`src/rtl/toss_pkg.sv`:
```
// Shared widths, register codes and the configuration struct of the speed step unit.
// No dependencies.
package toss_pkg;

   localparam int DIST_W     = 24;
   localparam int SPEED_W    = 16;
   localparam int MAG_W      = 15;
   localparam int LIMIT_W    = 16;
   localparam int CSR_IDX_W  = 2;
   localparam int CSR_DATA_W = 16;
   localparam int LHS_W      = DIST_W + LIMIT_W + 2;
   localparam int SQ_W       = 2 * MAG_W;
   localparam int NUM_STAGES = 5;

   localparam logic [MAG_W-1:0] SPEED_SAT = {MAG_W{1'b1}};

   localparam logic [LIMIT_W-1:0] ACCEL_RESET  = 16'd4000;
   localparam logic [LIMIT_W-1:0] DECEL_RESET  = 16'd4000;
   localparam logic [MAG_W-1:0]   SPEED_RESET  = 15'd1000;
   localparam logic [LIMIT_W-1:0] PERIOD_RESET = 16'd3277;

   typedef enum logic [CSR_IDX_W-1:0] {
      CSR_ACCEL  = 2'd0,
      CSR_DECEL  = 2'd1,
      CSR_SPEED  = 2'd2,
      CSR_PERIOD = 2'd3
   } csr_index_type;

   typedef struct packed {
      logic [LIMIT_W-1:0] decel;
      logic [MAG_W-1:0]   speed_limit;
      logic [LIMIT_W-1:0] dv;
      logic [LIMIT_W-1:0] dd;
   } toss_cfg_type;

endpackage

```
`src/rtl/time_optimal_speed_step_unit.sv`:
```
// Top level of the speed step unit: configuration registers and the datapath.
// Depends on toss_pkg, toss_csr and toss_pipe.
//
// One control step per beat: a request is taken on any cycle with start high
// and busy low (busy is high only during reset), and its commanded speed appears
// on rsp_speed_next with rsp_valid high, one cycle wide, after it has passed
// the five register stages (input magnitude, distance-times-deceleration
// multiply, speed squares, stopping-distance compare, decision); a new request
// may follow on every cycle. The receiver cannot stall:
// take each response in the cycle it is shown. Write configuration only when no
// response is pending; csr_ready is always high.
module time_optimal_speed_step_unit
   import toss_pkg::*;
(
   input  logic                      clock,
   input  logic                      reset,
   input  logic                      start,
   output logic                      busy,
   input  logic signed [DIST_W-1:0]  req_distance_left,
   input  logic signed [SPEED_W-1:0] req_speed_now,
   input  logic                      req_backward,
   output logic                      rsp_valid,
   output logic signed [SPEED_W-1:0] rsp_speed_next,
   input  logic                      csr_valid,
   output logic                      csr_ready,
   input  logic [CSR_IDX_W-1:0]      csr_index,
   input  logic [CSR_DATA_W-1:0]     csr_data
);

   toss_cfg_type cfg;

   assign busy      = reset;
   assign csr_ready = 1'b1;

   toss_csr u_csr (
      .clock    (clock),
      .reset    (reset),
      .wr_en    (csr_valid & csr_ready),
      .wr_index (csr_index),
      .wr_data  (csr_data),
      .cfg      (cfg)
   );

   toss_pipe u_pipe (
      .clock       (clock),
      .reset       (reset),
      .in_valid    (start & ~busy),
      .in_distance (req_distance_left),
      .in_speed    (req_speed_now),
      .in_backward (req_backward),
      .cfg         (cfg),
      .out_valid   (rsp_valid),
      .out_speed   (rsp_speed_next)
   );

endmodule

```
`src/rtl/toss_csr.sv`:
```
// Configuration registers and the per-step speed increments derived from them.
// Depends on toss_pkg.
module toss_csr
   import toss_pkg::*;
(
   input  logic                  clock,
   input  logic                  reset,
   input  logic                  wr_en,
   input  logic [CSR_IDX_W-1:0]  wr_index,
   input  logic [CSR_DATA_W-1:0] wr_data,
   output toss_cfg_type          cfg
);

   logic [LIMIT_W-1:0]   accel_ff, decel_ff, period_ff;
   logic [MAG_W-1:0]     speed_ff;
   logic [LIMIT_W-1:0]   dv_ff, dd_ff, dv_in, dd_in;
   logic [2*LIMIT_W-1:0] dv_prod, dd_prod;

   always_ff @(posedge clock) begin
      if (reset) begin
         accel_ff  <= ACCEL_RESET;
         decel_ff  <= DECEL_RESET;
         speed_ff  <= SPEED_RESET;
         period_ff <= PERIOD_RESET;
      end else if (wr_en) begin
         unique case (csr_index_type'(wr_index))
            CSR_ACCEL:  accel_ff  <= wr_data;
            CSR_DECEL:  decel_ff  <= wr_data;
            CSR_SPEED:  speed_ff  <= wr_data[MAG_W-1:0];
            CSR_PERIOD: period_ff <= wr_data;
            default:    accel_ff  <= accel_ff;
         endcase
      end
   end

   // Increments per step, floor of limit*period/65536
   always_comb begin
      dv_prod = accel_ff * period_ff;
      dd_prod = decel_ff * period_ff;
      dv_in   = dv_prod[2*LIMIT_W-1:LIMIT_W];
      dd_in   = dd_prod[2*LIMIT_W-1:LIMIT_W];
   end

   always_ff @(posedge clock) begin
      dv_ff <= dv_in;
      dd_ff <= dd_in;
   end

   assign cfg.decel       = decel_ff;
   assign cfg.speed_limit = speed_ff;
   assign cfg.dv          = dv_ff;
   assign cfg.dd          = dd_ff;

endmodule

```
`src/rtl/toss_pipe.sv`:
```
// Five-stage datapath: magnitude, stopping-distance product, squares, compare, decision.
// Depends on toss_pkg.
module toss_pipe
   import toss_pkg::*;
(
   input  logic                      clock,
   input  logic                      reset,
   input  logic                      in_valid,
   input  logic signed [DIST_W-1:0]  in_distance,
   input  logic signed [SPEED_W-1:0] in_speed,
   input  logic                      in_backward,
   input  toss_cfg_type              cfg,
   output logic                      out_valid,
   output logic signed [SPEED_W-1:0] out_speed
);

   logic [NUM_STAGES-1:0] valid_ff;

   // stage 1
   logic signed [DIST_W-1:0] s1_dist_ff;
   logic [MAG_W-1:0]         s1_v_ff, s1_v_in;
   logic                     s1_rev_ff;
   logic [SPEED_W-1:0]       mag;
   // stage 2
   logic signed [LHS_W-1:0]  s2_lhs_ff, s2_lhs_in;
   logic [MAG_W-1:0]         s2_v_ff, s2_vp_ff, s2_vp_in;
   logic                     s2_rev_ff;
   logic [MAG_W+1:0]         vsum;
   // stage 3
   logic signed [LHS_W-1:0]  s3_lhs_ff;
   logic [SQ_W-1:0]          s3_sqv_ff, s3_sqp_ff;
   logic [MAG_W-1:0]         s3_v_ff, s3_vp_ff;
   logic                     s3_rev_ff;
   // stage 4
   logic                     s4_safe_v_ff, s4_safe_p_ff;
   logic [MAG_W-1:0]         s4_v_ff, s4_vp_ff;
   logic                     s4_rev_ff;
   // stage 5
   logic signed [SPEED_W-1:0] s5_speed_ff, s5_speed_in;
   logic [MAG_W-1:0]          res;

   always_ff @(posedge clock) begin
      if (reset) begin
         valid_ff <= '0;
      end else begin
         valid_ff <= {valid_ff[NUM_STAGES-2:0], in_valid};
      end
   end

   // Magnitude; the most negative speed saturates
   always_comb begin
      mag     = in_speed[SPEED_W-1] ? (~in_speed + 1'b1) : in_speed;
      s1_v_in = mag[SPEED_W-1] ? SPEED_SAT : mag[MAG_W-1:0];
   end

   always_ff @(posedge clock) begin
      s1_dist_ff <= in_distance;
      s1_v_ff    <= s1_v_in;
      s1_rev_ff  <= in_backward;
   end

   // dist*2*decel and saturated v+dv
   always_comb begin
      s2_lhs_in = LHS_W'(s1_dist_ff * $signed({1'b0, cfg.decel})) <<< 1;
      vsum      = {2'b00, s1_v_ff} + {1'b0, cfg.dv};
      s2_vp_in  = (vsum > {2'b00, SPEED_SAT}) ? SPEED_SAT : vsum[MAG_W-1:0];
   end

   always_ff @(posedge clock) begin
      s2_lhs_ff <= s2_lhs_in;
      s2_v_ff   <= s1_v_ff;
      s2_vp_ff  <= s2_vp_in;
      s2_rev_ff <= s1_rev_ff;
   end

   always_ff @(posedge clock) begin
      s3_lhs_ff <= s2_lhs_ff;
      s3_sqv_ff <= s2_v_ff * s2_v_ff;
      s3_sqp_ff <= s2_vp_ff * s2_vp_ff;
      s3_v_ff   <= s2_v_ff;
      s3_vp_ff  <= s2_vp_ff;
      s3_rev_ff <= s2_rev_ff;
   end

   always_ff @(posedge clock) begin
      s4_safe_v_ff <= s3_lhs_ff > $signed({{(LHS_W-SQ_W){1'b0}}, s3_sqv_ff});
      s4_safe_p_ff <= s3_lhs_ff > $signed({{(LHS_W-SQ_W){1'b0}}, s3_sqp_ff});
      s4_v_ff      <= s3_v_ff;
      s4_vp_ff     <= s3_vp_ff;
      s4_rev_ff    <= s3_rev_ff;
   end

   // Accelerate, cruise or brake, in that order
   always_comb begin
      priority if (s4_safe_p_ff && (s4_v_ff < cfg.speed_limit)) begin
         res = (s4_vp_ff < cfg.speed_limit) ? s4_vp_ff : cfg.speed_limit;
      end else if (s4_safe_v_ff && (s4_v_ff == cfg.speed_limit)) begin
         res = s4_v_ff;
      end else if ({1'b0, s4_v_ff} > cfg.dd) begin
         res = s4_v_ff - cfg.dd[MAG_W-1:0];
      end else begin
         res = '0;
      end
      s5_speed_in = s4_rev_ff ? -$signed({1'b0, res}) : $signed({1'b0, res});
   end

   always_ff @(posedge clock) begin
      s5_speed_ff <= s5_speed_in;
   end

   assign out_valid = valid_ff[NUM_STAGES-1];
   assign out_speed = s5_speed_ff;

endmodule

```
`config.mk`:
```
export PLATFORM = sky130hd
export DESIGN_NAME = time_optimal_speed_step_unit
export DESIGN_NICKNAME = d
export VERILOG_FILES = /design/src/rtl/toss_pkg.sv /design/src/rtl/time_optimal_speed_step_unit.sv /design/src/rtl/toss_csr.sv /design/src/rtl/toss_pipe.sv
export SDC_FILE = /design/constraint.sdc
export NUM_CORES = 2
export LEC_CHECK = 0
export CAP_MARGIN = 20
export CORE_ASPECT_RATIO = 0.8
export CORE_MARGIN = 5
export CORE_UTILIZATION = 50
export CTS_CLUSTER_DIAMETER = 60
export DETAILED_ROUTE_END_ITERATION = 8
export DONT_BUFFER_PORTS = 1
export GPL_TIMING_DRIVEN = 0
export PLACE_DENSITY = 0.71
export SYNTH_ARGS = -nofsm -noshare
export SYNTH_HDL_FRONTEND = slang
export SYNTH_SLANG_ARGS = --single-unit
```
`constraint.sdc`:
```
create_clock -name clock -period 7.3 [get_ports clock]
set_clock_uncertainty 0.1 [all_clocks]
set_input_delay 0.73 -clock clock [delete_from_list [all_inputs] [get_ports clock]]
set_output_delay 0.73 -clock clock [all_outputs]
set_load 0.005 [all_outputs]
```
==> metrics.yaml <==
min_path:
  hold_class: "primary input to flop"
logic_synthesis:
  synthArstFlopShare_pct: 0
  synth_area_um2: 55560
  synth_edf_count: 0
  synth-main-ff-cell: "dfxtp_1"
  ys.warnings.count: 0
  syn-num-nets: 7776
  ys_seq_area_share_pct: 14.02
  synth_area_per_cell_um2: 9.151
  postSynthCellCount: 6072
  synth-seq-cells: 389
  yosys.cell_types.count: 79
routing:
  wl_per_cell_um: 19.73
  drtAntennaViolNets: 0
  dr.pass1.iters: 6
  drt_iter0_drc: 3439
  wl_um: 150500
  drt-vias-per-instance: 5.351
  num_vias: 40820
  drc: 0
sta:
  slew_violations: 0
  slew_headroom_pct: 25.37
  period_minus_slack_ps: 7121
  fmax_mhz: 140.4
  fin_tns_setup_ps: 0
  timing.final.crit_share_pct: 97.54
  hold_viol_final: 0
  rsz0062_at_grt: "yes"
  worst_pin_slew_ps: 1120
  setup_viol: 0
grt:
  overflow: 0
  antenna_found_initial: 7
  grt_use_total_pct: 26.08
  grt_pass1_wl_um: 239000
  grt_max_degree: 17
  grt_pass1_vias: 42480
placement:
  portBuffers: 0
  place_congestion: 0.9943
  place_hpwl_um: 125400
setup_path:
  path_max_fanout: 10
  crit_type: "flop to flop"
  cp.arrival_ps: 7510
  endpoint_kind: "flop"
  worstPathRequired_ps: 7690
  critPathLaunchType: "flop"
layout:
  utilization_pct: 53.92
  drive_above_1_share_pct: 4.707
  final_nets: 7849
  fillCellCount: 10030
  syn_to_final_growth_pct: 7.213
clocking:
  clock_latency_ps: 630
  clk_pin_slew_worst_paths_ps: 70
  cts.sinks: 389
  cts.path.max_buffers: 3
  cts_tree: "done"
  cts.htree.levels: 2
  cts_buffers: 45
  root_buffer: "clkbuf_16"
floorplan:
  initial_core_util_pct: 50.30
  dieHeight_um: 308.2
  fp.dieArea_um2: 117900
  io_pins: 82
  row_count: 109
  fp.coreArea_um2: 110500
  fp.dieW_um: 382.7
flow_run:
  maxCapViolCount: 0
run_status:
  status: "finished, final reports clean"
[layout make-up]
class                           count  area (um2)  share of cell area [%]
Buffer                            216        1057                   1.775
Antenna cell                        3       7.507                 0.01260
Tap cell                         1443        1805                   3.031
Sequential cell                   389        7834                   13.15
Multi-Input combinational cell   4067       41760                   70.11
Inverter                         1400        5255                   8.822
Clock inverter                     32       412.9                  0.6931
Clock buffer                       52        1182                   1.985
Timing Repair Buffer               26       252.7                  0.4243
[routing by layer]
layer	GRT usage (%)	share of wire, %	vias up
met1	36.93	43	20230
met3	6.022	9.9	314
met4	8.572	4.1	2
li1	-	-	18510
met5	0	0.013	-
met2	39.88	43	1764
[logic make-up (layout without fill, tap and decap cells)]
logic type / count (synthesis) / after routing / share of synthesized area, %
and+or+nand+nor: 1720 / 1720 / 14.99
other: 1 / 4 / 0.006749
adders and majority gates: 1641 / 1641 / 51.01
buffers and inverters: 1616 / 1726 / 10.96
xor gates and xnor gates: 165 / 165 / 2.601
AOI/OAI and AO/OA: 514 / 514 / 5.950
DFF: 389 / 389 / 14.02
muxes: 26 / 26 / 0.4796
[worst max-delay path: stages (launching register included)]
cell and delay, ps:
dfxtp_1 520, clkbuf_1 600, nand2_1 170, fa_1 530
fa_1 550, inv_1 50, fa_1 480, fa_1 530
fa_1 540, inv_1 60, fa_1 480, inv_1 50
ha_1 280, o221ai_1 100, a21oi_1 480, nand3_1 300
a21oi_1 220, nor2_1 90, a311oi_1 500, and4_1 280
nor3_1 60
[per-stage QoR]
step | cell area [um2] | hold slack, ps | std cells | setup slack [ps]
2_1_floorplan | 55560 | 209.6 | 6072 | 926.9
3_3_place_gp | 57370 | 210.1 | 7515 | -872.8
3_5_place_dp | 57370 | 212.1 | 7516 | -953.1
4_1_cts | 59340 | 9.763 | 7624 | 8.352
5_1_grt | 59560 | 15.42 | 7625 | -48.50
6_report | 59570 | 49.89 | 7628 | 179.3
[cell usage after synthesis (20+ instances only)]
library cell	number	area (um2)
and2_1	479	2997
nand4_1	31	193.9
nand3_1	36	180.2
nand2b_1	24	150.1
inv_1	1400	5255
nand2_1	858	3221
a21o_1	72	540.5
mux2i_1	21	210.2
and3_1	20	125.1
xor2_1	48	420.4
dfxtp_1	389	7787
nor3_1	41	205.2
a21oi_1	178	890.9
o21ai_0	81	405.4
clkbuf_1	208	780.8
nor2b_1	33	206.5
fa_1	1040	20820
xnor2_1	117	1025
nor2_1	115	431.7
o21a_1	27	202.7
nand3b_1	28	210.2
ha_1	601	7520
[final timing paths]
| path | slack [ps] | cells past startpoint | to | startpoint |
|---|---|---|---|---|
| worst max-delay path | 180 | 20 | u_csr.dv_ff[15] | u_csr.accel_ff[14] |
| worst max register to register | 180 | 20 | u_csr.dv_ff[15] | u_csr.accel_ff[14] |
| worst min register to register | 210 | 0 | u_pipe.s4_v_ff[1] | u_pipe.s3_v_ff[1] |
| worst min-delay path | 50 | 0 | u_pipe.s1_rev_ff | req_backward |
[flip-flops by register name, indices dropped and copies added, names as in the netlist, 15 cells and up]
| signal | flops |
|---|---|
| u_csr.accel_ff | 16 |
| u_csr.dd_ff | 16 |
| u_csr.decel_ff | 16 |
| u_csr.dv_ff | 16 |
| u_csr.period_ff | 16 |
| u_csr.speed_ff | 15 |
| u_pipe.out_speed | 16 |
| u_pipe.s1_dist_ff | 24 |
| u_pipe.s1_v_ff | 15 |
| u_pipe.s2_lhs_ff | 41 |
| u_pipe.s2_v_ff | 15 |
| u_pipe.s2_vp_ff | 15 |
| u_pipe.s3_lhs_ff | 41 |
| u_pipe.s3_sqp_ff | 29 |
| u_pipe.s3_sqv_ff | 29 |
| u_pipe.s4_v_ff | 15 |
| u_pipe.s4_vp_ff | 15 |
[cell usage in the layout (no fill, tap or decap), types with 24 or more instances in the layout]
cell | synthesis | routed
o21ai_0 | 81 | 78
xor2_1 | 48 | 48
nand2b_1 | 24 | 24
a21o_1 | 72 | 72
o21a_1 | 27 | 27
nand2_1 | 858 | 857
dfxtp_2 | 0 | 31
clkbuf_1 | 208 | 83
dlygate4sd3_1 | 0 | 24
nand3b_1 | 28 | 28
and2_1 | 479 | 479
ha_1 | 601 | 601
dfxtp_1 | 389 | 356
nor2_1 | 115 | 115
nand4_1 | 31 | 31
inv_1 | 1400 | 1400
fa_1 | 1040 | 1039
clkbuf_16 | 0 | 45
xnor2_1 | 117 | 117
clkbuf_2 | 0 | 94
nor3_1 | 41 | 40
nor2b_1 | 33 | 33
a21oi_1 | 178 | 175
nand3_1 | 36 | 35
[repair_timing]
action	CTS	global route
buffers inserted	0	1
endpoints found under the setup margin	20	29
gates resized for setup	86	213
pin swaps	0	3
gates cloned	0	0
hold endpoints to repair	24	0
hold buffers	24	0
Power is not shown: default switching activity piles up to over one toggle a cycle in this logic, so the estimate is an artifact.
